===== src/flvd_pkg.sv =====
// Package for the FLV elementary stream demultiplexer.
// Holds parse phase codes, result types and ADTS header helpers; no dependencies.
package flvd_pkg;

   typedef enum logic [4:0] {
      PH_FHDR  = 5'd0,
      PH_FSKIP = 5'd1,
      PH_PREV  = 5'd2,
      PH_THDR  = 5'd3,
      PH_BODY0 = 5'd4,
      PH_SKIP  = 5'd5,
      PH_VPKT  = 5'd6,
      PH_VCFG  = 5'd7,
      PH_SPS   = 5'd8,
      PH_NPPS  = 5'd9,
      PH_PPSL  = 5'd10,
      PH_PPS   = 5'd11,
      PH_VCT   = 5'd12,
      PH_NLEN  = 5'd13,
      PH_NAL   = 5'd14,
      PH_APKT  = 5'd15,
      PH_ACFG  = 5'd16,
      PH_ARAW  = 5'd17
   } phase_type;

   typedef enum logic [1:0] {
      EMIT_NONE  = 2'd0,
      EMIT_BYTE  = 2'd1,
      EMIT_START = 2'd2,
      EMIT_ADTS  = 2'd3
   } emit_type;

   localparam logic [7:0] TAG_VIDEO = 8'h09;
   localparam logic [7:0] TAG_AUDIO = 8'h08;
   localparam logic [3:0] CODEC_AVC = 4'd7;
   localparam logic [3:0] FMT_AAC   = 4'd10;

   typedef struct packed {
      emit_type   kind;
      logic [7:0] data;
      logic       stream;
      logic [1:0] profile;
      logic [3:0] rate_index;
      logic [2:0] channels;
      logic [12:0] frame_len;
   } emit_req_type;

   function automatic logic [7:0] adts_byte(input logic [2:0] idx, input emit_req_type e);
      logic [7:0] r;
      begin
         case (idx)
            3'd0: r = 8'hFF;
            3'd1: r = 8'hF1;
            3'd2: r = {e.profile, e.rate_index, 1'b0, e.channels[2]};
            3'd3: r = {e.channels[1:0], 4'b0000, e.frame_len[12:11]};
            3'd4: r = e.frame_len[10:3];
            3'd5: r = {e.frame_len[2:0], 5'h1F};
            3'd6: r = 8'hFC;
            default: r = 8'h00;
         endcase
         adts_byte = r;
      end
   endfunction

endpackage


===== src/flvd_emitter.sv =====
// Result serializer: expands one request's emit code into 1, 4 or 7 result bytes.
// Holds a two-entry queue so a new request is taken while results drain; uses flvd_pkg.
module flvd_emitter
   import flvd_pkg::*;
(
   input  logic         clock,
   input  logic         reset,
   input  logic         push,
   input  emit_req_type push_req,
   output logic         full,
   output logic         rsp_valid,
   input  logic         rsp_stall,
   output logic [7:0]   rsp_out_byte,
   output logic         rsp_out_stream,
   output logic         rsp_unit_start,
   output logic         rsp_last
);

   emit_req_type q_ff [2];
   emit_req_type q_in [2];
   logic [1:0]   cnt_ff, cnt_in;
   logic [2:0]   pos_ff, pos_in;
   logic [2:0]   last_pos;
   logic         pop_item;

   always_comb begin
      case (q_ff[0].kind)
         EMIT_START: last_pos = 3'd3;
         EMIT_ADTS:  last_pos = 3'd6;
         default:    last_pos = 3'd0;
      endcase
   end

   assign rsp_valid = (cnt_ff != 2'd0);
   assign full = (cnt_ff == 2'd2) && !(pop_item);
   assign rsp_last = (pos_ff == last_pos);
   assign rsp_out_stream = q_ff[0].stream;
   assign rsp_unit_start = (pos_ff == 3'd0) && (q_ff[0].kind != EMIT_BYTE);
   assign pop_item = rsp_valid && !rsp_stall && rsp_last;

   always_comb begin
      case (q_ff[0].kind)
         EMIT_START: rsp_out_byte = (pos_ff == 3'd3) ? 8'h01 : 8'h00;
         EMIT_ADTS:  rsp_out_byte = adts_byte(pos_ff, q_ff[0]);
         default:    rsp_out_byte = q_ff[0].data;
      endcase
   end

   always_comb begin
      q_in[0] = q_ff[0];
      q_in[1] = q_ff[1];
      cnt_in = cnt_ff;
      pos_in = pos_ff;
      if (rsp_valid && !rsp_stall) begin
         pos_in = rsp_last ? 3'd0 : pos_ff + 3'd1;
      end
      if (pop_item) begin
         q_in[0] = q_ff[1];
         cnt_in = cnt_ff - 2'd1;
      end
      if (push) begin
         if (cnt_in == 2'd0) begin
            q_in[0] = push_req;
         end else begin
            q_in[1] = push_req;
         end
         cnt_in = cnt_in + 2'd1;
      end
   end

   always_ff @(posedge clock) begin
      q_ff[0] <= q_in[0];
      q_ff[1] <= q_in[1];
      if (reset) begin
         cnt_ff <= 2'd0;
         pos_ff <= 3'd0;
      end else begin
         cnt_ff <= cnt_in;
         pos_ff <= pos_in;
      end
   end

   a_pos_range: assert property (@(posedge clock) disable iff (reset)
      rsp_valid |-> (pos_ff <= last_pos)) else $error("result position overrun");
   a_cnt_range: assert property (@(posedge clock) disable iff (reset)
      cnt_ff != 2'd3) else $error("queue count overrun");
   a_no_push_full: assert property (@(posedge clock) disable iff (reset)
      push |-> !full) else $error("push into full queue");

endmodule


===== src/flv_av_elementary_demux_unit.sv =====
// FLV to H.264 Annex B / AAC ADTS demultiplexer, top level.
// A request's results are registered into the output queue on acceptance.
// One request per cycle while req_stall is low; a start code expands to 4 result bytes and
// an ADTS header to 7, so the input stalls while the two-entry output queue is full.
// Reset is synchronous, active high: parse restarts at the file header.
// Depends on flvd_pkg and flvd_emitter.
module flv_av_elementary_demux_unit
   import flvd_pkg::*;
(
   input  logic       clock,
   input  logic       reset,
   input  logic       req_valid,
   output logic       req_stall,
   input  logic [7:0] req_in_byte,
   output logic       rsp_valid,
   input  logic       rsp_stall,
   output logic [7:0] rsp_out_byte,
   output logic       rsp_out_stream,
   output logic       rsp_unit_start,
   output logic       rsp_last
);

   phase_type    phase_ff, phase_in;
   logic [31:0]  sec_ff, sec_in;
   logic [31:0]  fhs_ff, fhs_in;
   logic [7:0]   kind_ff, kind_in;
   logic [23:0]  tsize_ff, tsize_in;
   logic [23:0]  tcnt_ff, tcnt_in;
   logic [2:0]   nls_ff, nls_in;
   logic [31:0]  nacc_ff, nacc_in;
   logic [31:0]  nrem_ff, nrem_in;
   logic [15:0]  pss_ff, pss_in;
   logic [1:0]   prof_ff, prof_in;
   logic [3:0]   rate_ff, rate_in;
   logic [2:0]   chan_ff, chan_in;
   logic [7:0]   afb_ff, afb_in;
   logic         full;
   logic         take;
   emit_req_type er;
   logic [31:0]  sec_p1;
   logic [23:0]  tcnt_p1;
   logic [31:0]  nacc_sh;
   logic [12:0]  flen;
   logic [7:0]   b;

   assign b = req_in_byte;
   assign req_stall = full;
   assign take = req_valid && !full;
   assign sec_p1 = sec_ff + 32'd1;
   assign tcnt_p1 = tcnt_ff + 24'd1;
   assign nacc_sh = {nacc_ff[23:0], b};
   assign flen = tsize_ff[12:0] + 13'd5;

   always_comb begin
      phase_in = phase_ff;
      sec_in = sec_ff;
      fhs_in = fhs_ff;
      kind_in = kind_ff;
      tsize_in = tsize_ff;
      tcnt_in = tcnt_ff;
      nls_in = nls_ff;
      nacc_in = nacc_ff;
      nrem_in = nrem_ff;
      pss_in = pss_ff;
      prof_in = prof_ff;
      rate_in = rate_ff;
      chan_in = chan_ff;
      afb_in = afb_ff;
      er.kind = EMIT_NONE;
      er.data = b;
      er.stream = 1'b0;
      er.profile = prof_ff;
      er.rate_index = rate_ff;
      er.channels = chan_ff;
      er.frame_len = flen;
      case (phase_ff)
         PH_FHDR: begin
            if (sec_ff >= 32'd5) begin
               fhs_in = {fhs_ff[23:0], b};
            end
            sec_in = sec_p1;
            if (sec_p1 >= 32'd9) begin
               if (fhs_in <= 32'd9) begin
                  phase_in = PH_PREV;
                  sec_in = '0;
               end else begin
                  phase_in = PH_FSKIP;
               end
            end
         end
         PH_FSKIP: begin
            sec_in = sec_p1;
            if (sec_p1 >= fhs_ff) begin
               phase_in = PH_PREV;
               sec_in = '0;
            end
         end
         PH_PREV: begin
            sec_in = sec_p1;
            if (sec_p1 >= 32'd4) begin
               phase_in = PH_THDR;
               sec_in = '0;
            end
         end
         PH_THDR: begin
            if (sec_ff == 32'd0) begin
               kind_in = b;
            end else if (sec_ff <= 32'd3) begin
               tsize_in = {tsize_ff[15:0], b};
            end
            sec_in = sec_p1;
            if (sec_p1 >= 32'd11) begin
               tcnt_in = '0;
               sec_in = '0;
               phase_in = (tsize_in == 24'd0) ? PH_PREV : PH_BODY0;
            end
         end
         default: begin
            case (phase_ff)
               PH_BODY0: begin
                  if (kind_ff == TAG_VIDEO && b[3:0] == CODEC_AVC) begin
                     phase_in = PH_VPKT;
                  end else if (kind_ff == TAG_AUDIO && b[7:4] == FMT_AAC) begin
                     phase_in = PH_APKT;
                  end else begin
                     phase_in = PH_SKIP;
                  end
               end
               PH_VPKT: begin
                  if (b == 8'd0) begin
                     phase_in = PH_VCFG;
                  end else if (b == 8'd1) begin
                     phase_in = PH_VCT;
                  end else begin
                     phase_in = PH_SKIP;
                  end
               end
               PH_VCFG: begin
                  if (tcnt_ff == 24'd9) begin
                     nls_in = {1'b0, b[1:0]} + 3'd1;
                  end else if (tcnt_ff == 24'd11) begin
                     pss_in = {b, 8'h00};
                  end else if (tcnt_ff == 24'd12) begin
                     pss_in = {pss_ff[15:8], b};
                     er.kind = EMIT_START;
                     sec_in = '0;
                     phase_in = (pss_in == 16'd0) ? PH_NPPS : PH_SPS;
                  end
               end
               PH_SPS, PH_PPS: begin
                  er.kind = EMIT_BYTE;
                  sec_in = sec_p1;
                  if (sec_p1 >= {16'd0, pss_ff}) begin
                     phase_in = (phase_ff == PH_SPS) ? PH_NPPS : PH_SKIP;
                  end
               end
               PH_NPPS: begin
                  sec_in = '0;
                  phase_in = PH_PPSL;
               end
               PH_PPSL: begin
                  if (sec_ff == 32'd0) begin
                     pss_in = {b, 8'h00};
                     sec_in = 32'd1;
                  end else begin
                     pss_in = {pss_ff[15:8], b};
                     er.kind = EMIT_START;
                     sec_in = '0;
                     phase_in = (pss_in == 16'd0) ? PH_SKIP : PH_PPS;
                  end
               end
               PH_VCT: begin
                  if (tcnt_ff >= 24'd4) begin
                     phase_in = PH_NLEN;
                     sec_in = '0;
                     nacc_in = '0;
                  end
               end
               PH_NLEN: begin
                  nacc_in = nacc_sh;
                  sec_in = sec_p1;
                  if (sec_p1 >= {29'd0, nls_ff}) begin
                     er.kind = EMIT_START;
                     nrem_in = nacc_sh;
                     if (nacc_sh == 32'd0) begin
                        sec_in = '0;
                        nacc_in = '0;
                     end else begin
                        phase_in = PH_NAL;
                     end
                  end
               end
               PH_NAL: begin
                  er.kind = EMIT_BYTE;
                  nrem_in = nrem_ff - 32'd1;
                  if (nrem_ff == 32'd1) begin
                     phase_in = PH_NLEN;
                     sec_in = '0;
                     nacc_in = '0;
                  end
               end
               PH_APKT: begin
                  if (b == 8'd0) begin
                     phase_in = PH_ACFG;
                  end else if (b == 8'd1) begin
                     er.kind = EMIT_ADTS;
                     er.stream = 1'b1;
                     phase_in = PH_ARAW;
                  end else begin
                     phase_in = PH_SKIP;
                  end
               end
               PH_ACFG: begin
                  if (tcnt_ff == 24'd2) begin
                     afb_in = b;
                  end else if (tcnt_ff == 24'd3) begin
                     prof_in = afb_ff[4:3] - 2'd1;
                     rate_in = {afb_ff[2:0], b[7]};
                     chan_in = b[5:3];
                     phase_in = PH_SKIP;
                  end
               end
               PH_ARAW: begin
                  er.kind = EMIT_BYTE;
                  er.stream = 1'b1;
               end
               default: begin
               end
            endcase
            tcnt_in = tcnt_p1;
            if (tcnt_p1 >= tsize_ff) begin
               phase_in = PH_PREV;
               sec_in = '0;
            end
         end
      endcase
   end

   always_ff @(posedge clock) begin
      if (reset) begin
         phase_ff <= PH_FHDR;
         sec_ff <= '0;
         fhs_ff <= '0;
         kind_ff <= '0;
         tsize_ff <= '0;
         tcnt_ff <= '0;
         nls_ff <= 3'd1;
         nacc_ff <= '0;
         nrem_ff <= '0;
         pss_ff <= '0;
         prof_ff <= '0;
         rate_ff <= '0;
         chan_ff <= '0;
         afb_ff <= '0;
      end else if (take) begin
         phase_ff <= phase_in;
         sec_ff <= sec_in;
         fhs_ff <= fhs_in;
         kind_ff <= kind_in;
         tsize_ff <= tsize_in;
         tcnt_ff <= tcnt_in;
         nls_ff <= nls_in;
         nacc_ff <= nacc_in;
         nrem_ff <= nrem_in;
         pss_ff <= pss_in;
         prof_ff <= prof_in;
         rate_ff <= rate_in;
         chan_ff <= chan_in;
         afb_ff <= afb_in;
      end
   end

   flvd_emitter u_emit (
      .clock         (clock),
      .reset         (reset),
      .push          (take && (er.kind != EMIT_NONE)),
      .push_req      (er),
      .full          (full),
      .rsp_valid     (rsp_valid),
      .rsp_stall     (rsp_stall),
      .rsp_out_byte  (rsp_out_byte),
      .rsp_out_stream(rsp_out_stream),
      .rsp_unit_start(rsp_unit_start),
      .rsp_last      (rsp_last)
   );

   a_nls_range: assert property (@(posedge clock) disable iff (reset)
      nls_ff != 3'd0 && nls_ff <= 3'd4) else $error("bad NAL length size");
   a_stall_hold: assert property (@(posedge clock) disable iff (reset)
      !take |=> $stable(phase_ff)) else $error("phase moved without a request");
   a_nal_nonzero: assert property (@(posedge clock) disable iff (reset)
      phase_ff == PH_NAL |-> nrem_ff != 32'd0) else $error("NAL phase with nothing left");

endmodule

===== config.mk =====
export PLATFORM = sky130hd
export DESIGN_NAME = flv_av_elementary_demux_unit
export DESIGN_NICKNAME = d
export VERILOG_FILES = /design/src/flvd_pkg.sv /design/src/flvd_emitter.sv /design/src/flv_av_elementary_demux_unit.sv
export SDC_FILE = /design/constraint.sdc
export NUM_CORES = 1
export LEC_CHECK = 0
export BUFFER_PORTS_ARGS = -buffer_cell sky130_fd_sc_hd__buf_4
export CORE_MARGIN = 2
export CORE_UTILIZATION = 50
export DETAILED_ROUTE_END_ITERATION = 8
export GPL_TIMING_DRIVEN = 0
export PLACE_DENSITY = 0.7
export SYNTH_ARGS = -nofsm -noshare
export SYNTH_HDL_FRONTEND = slang
export SYNTH_SLANG_ARGS = --single-unit

===== constraint.sdc =====
create_clock -name clock -period 5.8 [get_ports clock]
set_clock_uncertainty 0.15 [all_clocks]
set_input_delay 1.16 -clock clock [delete_from_list [all_inputs] [get_ports clock]]
set_output_delay 1.16 -clock clock [all_outputs]
set_load 0.05 [all_outputs]

# --- Word-level counts from Yosys, hierarchy flattened ---
# Memory sizes are Yosys's and may differ from the RTL's.
# Index checks and enable logic that the tools add are counted.
op_classes:
  add_sub_neg: 9
  n_lt_le_gt_ge: 11
  n_eq_ne: 60
  muxes: 86
  n_bitwise: 3
  reduce_logical: 43
op_table:
  columns: ["operator", "count"]
  rows:
  - ["$mux 32", 16]
  - ["$pmux 32 s7", 1]
  - ["$mux 24", 6]
  - ["$pmux 32 s4", 1]
  - ["$mux 33", 3]
  - ["$mux 5", 18]
  - ["$ne 7x7->1 const B", 11]
  - ["$eq 24x4->1 const B", 3]
  - ["$pmux 24 s3", 1]
  - ["$mux 66", 1]
  - ["$ge 32x3->1 const B", 2]
  - ["$ge 32x4->1 const B", 2]
  - ["$logic_not 32->1", 2]
  - ["$pmux 32 s2", 1]
  - ["$pmux 8 s7", 1]
  - ["$pmux 5 s11", 1]
  - ["$eq 24x2->1 const B", 2]
  - ["$mux 16", 3]
  - ["$pmux 24 s2", 1]
  - ["$eq 5x4->1 const B", 8]
  - ["$add 32x1->32 const B", 1]
  - ["$eq 32x1->1 const B", 1]
  - ["$ge 32x16->1", 1]
  - ["$ge 32x3->1", 1]
  - ["other kinds (62)", 124]
totals:
  ff_bits: 219
  ramBits: 66
  n_memories: 1
mem_list:
  columns: ["name", "depth", "word_bits", "read_ports", "rd_ports_with_merged_regs", "write_ports", "line_no", "text"]
  rows:
  - ["u_emit.q_ff", 2, 33, 2, 0, 2, "flvd_emitter.sv:19", "emit_req_type q_ff [2];"]

# --- Depth between registers and ports, before layout ---
# An unclocked memory read counts as a cell.
depth:
  depth_word: 11
  depth_mapped: 19
  ltp_nobuf: 17

# --- Cells and area by module ---
# A second synthesis with hierarchy kept.
unflattened:
  hier_cells: 2097
  area_unflattened_um2: 17070.1
by_module_without_submodules:
  columns: ["mod", "n_inst", "cells_each", "area_per_inst_um2"]
  rows:
  - ["flv_av_elementary_demux_unit", 1, 1762, 13683.1]
  - ["flvd_emitter", 1, 335, 3387.0]

# --- Worst setup path after synthesis ---
# No wires, ideal clock.
synth_timing:
  kind: "input-to-reg"
  start: "in req_in_byte[0]"
  end: "mem u_emit.q_ff[0][33] in the netlist's numbering (enable)"
  t_arrival_ns: 4.547
  path_slack_ns: 0.676
  path_stages: 11
  path_buffers: 1
  cell_sequence: "clkbuf_1 > inv_1 > ha_1 > nor2b_1 > a31oi_1 > o22ai_1 > a22o_1 > nor2_1 > and3_1 > a211oi_1 > nor2b_1"
synth_lines:
  columns: ["element", "line_no", "text"]
  rows:
  - ["from (decl)", "flv_av_elementary_demux_unit.sv:14", "input logic [7:0] req_in_byte,"]
  - ["to (decl)", "flvd_emitter.sv:19", null]

# --- Final worst setup path ---
layout_timing:
  start: "reg tcnt_ff[1]"
  end: "reg sec_ff[1]"
layout_via:
  elab_chain_cells: 4
layout_lines:
  columns: ["element", "line_no", "text"]
  rows:
  - ["from (decl)", "flv_av_elementary_demux_unit.sv:28", "logic [23:0] tcnt_ff, tcnt_in;"]
  - ["from (signal assigned)", "flv_av_elementary_demux_unit.sv:261", "tcnt_ff <= tcnt_in;"]
  - ["$add 24x1->24", "flv_av_elementary_demux_unit.sv:50", "assign tcnt_p1 = tcnt_ff + 24'd1;"]
  - ["$ge 24x24->1", "flv_av_elementary_demux_unit.sv:231", "if (tcnt_p1 >= tsize_ff) begin"]
  - ["$ne 7x7->1 (no source line) (tied with other cells)", null, null]
  - ["$reduce_and 7->1 (no source line) / $pmux 32 s4 (equally long branches)", null, null]
  - ["to (signal assigned)", "flv_av_elementary_demux_unit.sv:257", "sec_ff <= sec_in;"]
  - ["to (decl)", "flv_av_elementary_demux_unit.sv:24", "logic [31:0] sec_ff, sec_in;"]
# Several ways; a longest one is shown, not always the timed one.
# A chain may end at the register's enable or synchronous reset.

==> impl_metrics.env <==
export IMPL_cts_tree="yes"
export IMPL_gp_congestion=0.972
export IMPL_hp_class="flop to flop"
export IMPL_netlist_instances=2029
export IMPL_ys_types=93
export IMPL_slew_violations=0
export IMPL_drtIter0Drc=1518
export IMPL_synth_edf_count=33
export IMPL_die_area_um2=34700
export IMPL_async_flop_share_pct=0
export IMPL_ys_ff_latch=285
export IMPL_nets=2200
export IMPL_ioPinCount=25
export IMPL_tns_ns=0
export IMPL_layout_common_cells="nor2_1 (255), dfxtp_1 (251), nand2_1 (192)"
export IMPL_crit_slowest_cell="or4b_2"
export IMPL_grt_usage_pct=29.2
export IMPL_grt_pass1_vias=14500
export IMPL_synth_area_um2=16600
export IMPL_die_w_um=186
export IMPL_p_leak_nw=7.34
export IMPL_final_core_util_pct=56.7
export IMPL_dp_hpwl_mm=36.7
export IMPL_overflow=0
export IMPL_clkSinkCount=285
export IMPL_crit_path_end_kind="flop"
export IMPL_holdBufCountCts=0
export IMPL_cpPeakStageDelay_ns=0.80
export IMPL_cp_max_fo=10
export IMPL_cp_arrival_ns=5.79
export IMPL_wl_mm=50.4
export IMPL_layout_drive_gt1_share_pct=7.53
export IMPL_cp_data_required_time_ns=6.12
export IMPL_initial_core_util_pct=50.9
export IMPL_fillers=3008
export IMPL_min_period_ns=5.47
export IMPL_worstMarginPinSlew_ns=1.20
export IMPL_route_detailed_drc=0
export IMPL_drtAntennaViolNets=0
export IMPL_crit_type="flop to flop"
export IMPL_drv_cap=0
export IMPL_worst_slack_ns=0.333
export IMPL_wl_per_cell_um=19.7
export IMPL_fin_total_pwr_mw=5.21
export IMPL_synth_flop_cell="dfxtp_1"
export IMPL_setup_viol=0
export IMPL_hold_ws_ns=0.308
export IMPL_drt_pass1_iter_count=5
export IMPL_post_route_period_util_pct=94.3
export IMPL_antenna_found_initial=0
export IMPL_die_h_um=186
export IMPL_crit_chain="ha_2 -> nand3_1 -> or4b_2 -> nor2_1 -> and2_1 -> nand2_1 -> xnor2_1 -> ha_1 -> o21a_1 -> o31ai_1 -> a31oi_1 -> a311oi_4 -> a31o_2 -> a31oi_4 -> nor3_4 -> buf_2 -> a22o_1"
export IMPL_max_freq_mhz=183
export IMPL_vias_per_cell=6.12
export IMPL_synth_area_per_cell_um2=8.18
export IMPL_io_buffers=24
export IMPL_outcome="finished clean"
export IMPL_yosysSeqAreaShare_pct=36.4
export IMPL_power_density_nw_per_um2=281
export IMPL_num_vias=15600
export IMPL_cts_root_buf="clkbuf_16"
export IMPL_relSlewSlack_pct=19.2
export IMPL_pre_cts_slack_ns=-0.410
export IMPL_ir_drop_v=0.000281
export IMPL_diodes=0
export IMPL_layout_cells_most_common="nor2_1"
export IMPL_grt_max_degree=26
export IMPL_rows=66
export IMPL_hold_viol=0
export IMPL_cp_start_kind="flop"
export IMPL_syn_nets=2139
export IMPL_htreeDepth=2
export IMPL_grt_pass1_wl_mm=79.4
export IMPL_syn_to_final_growth_pct=11.5
export IMPL_fp_coreArea_um2=32600
export IMPL_rsz0062_at_grt="no"
export IMPL_insertion_delay_ns=0.53
export IMPL_yosys_warnings=0
export IMPL_cts_buffers=34
export IMPL_clk_path_buf_depth=3
export IMPL_clk_pin_slew_ns=0.06
-- flip-flops by register name, summed over array words and instances, names as in the netlist --
register / count
pss_ff: 16
sec_ff: 32
tsize_ff: 24
u_emit.cnt_ff: 2
fhs_ff: 32
chan_ff: 3
kind_ff: 8
u_emit.pos_ff: 3
prof_ff: 2
nrem_ff: 32
phase_ff: 5
afb_ff: 5
u_emit.q_ff: 66
nls_ff: 3
rate_ff: 4
tcnt_ff: 24
nacc_ff: 24
-- critical path: cells and delay by family, from the launching register on --
kind | cells | cell delay (ns)
and+or+nand+nor | 6 | 1.93
AOI/OAI and AO/OA | 7 | 1.81
adders and majority gates | 2 | 0.61
DFF | 1 | 0.42
buffers and inverters | 1 | 0.29
xor gates and xnor gates | 1 | 0.21
-- worst paths after layout --
check	endpoint	slack, ns	from	depth (start not counted)
hold reg to reg	u_emit.q_ff[0][48]	0.31	chan_ff[2]	0
setup reg to reg	sec_ff[1]	0.33	tcnt_ff[1]	17
setup / recovery	sec_ff[1]	0.33	tcnt_ff[1]	17
hold / removal	u_emit.q_ff[0][48]	0.31	chan_ff[2]	0
-- repair_timing --
item,in CTS,in global routing
endpoints found under the setup margin,21,32
pin swaps,1,1
gates resized for setup,6,7
setup buffers,0,1
-- layer usage --
| layer | track usage, % | up-vias | share of wire (%) |
|---|---|---|---|
| li1 | - | 7371 | - |
| met1 | 40.5 | 7504 | 45 |
| met2 | 45.9 | 636 | 44 |
| met3 | 4.58 | 123 | 7.7 |
| met4 | 10.6 | 0 | 3.5 |
| met5 | 0 | - | 0 |
-- cell usage after synthesis (all sizes together) (23+ instances only) --
master	number	area share (%)
or3	23	0.87
mux2i	75	4.5
buf	30	1.0
dfxtp	252	30
ha	98	7.4
nor4	60	2.6
a21o	26	1.2
clkbuf	102	2.3
o21ai	105	3.2
xnor2	49	2.6
inv	113	2.6
nand2	192	4.3
nor3	47	1.5
a22o	44	2.3
nor2	257	5.8
a21oi	145	4.4
xor2	29	1.5
edfxtp	33	6.0
nand4	32	1.4
nand3	57	1.9
-- power by group --
group | leakage, nW | internal (mW) | switching [mW]
combinational | 4.47 | 0.292 | 0.592
clock | 0.522 | 1.25 | 0.843
sequential | 2.35 | 2.12 | 0.113
total | 7.34 | 3.66 | 1.55
-- metrics by stage --
stage / cells / cell area [um^2]
finish: 2554 / 18500
global route: 2554 / 18500
CTS: 2554 / 18500
detailed placement: 2496 / 17400
global placement: 2495 / 17300
floorplan: 2029 / 16600
-- final cells by class --
type / instances / area [um^2] / share of cell area [%]
multi-input cells: 1498 / 9650 / 52.1
flip-flops and latches: 285 / 6040 / 32.6
clock buffers: 50 / 972 / 5.25
plain buffers: 131 / 553 / 2.99
well taps: 442 / 553 / 2.99
inverters: 114 / 428 / 2.31
repair buffers: 26 / 220 / 1.19
clock inverters: 8 / 96.3 / 0.520
-- logic make-up (layout without fill, tap and decap cells) --
group,count (synthesis),count (layout),synth area share (%)
XOR/XNOR,78,78,4.11
buffers and inverters,246,329,5.92
AO/OA/AOI/OAI,478,478,19.0
flip-flops,285,285,36.4
adder cells (fa/ha/maj),98,98,7.39
AND/OR/NAND/NOR,761,761,22.2
multiplexers,83,83,5.06
No activity file was read; power rests on OpenSTA's default activity.
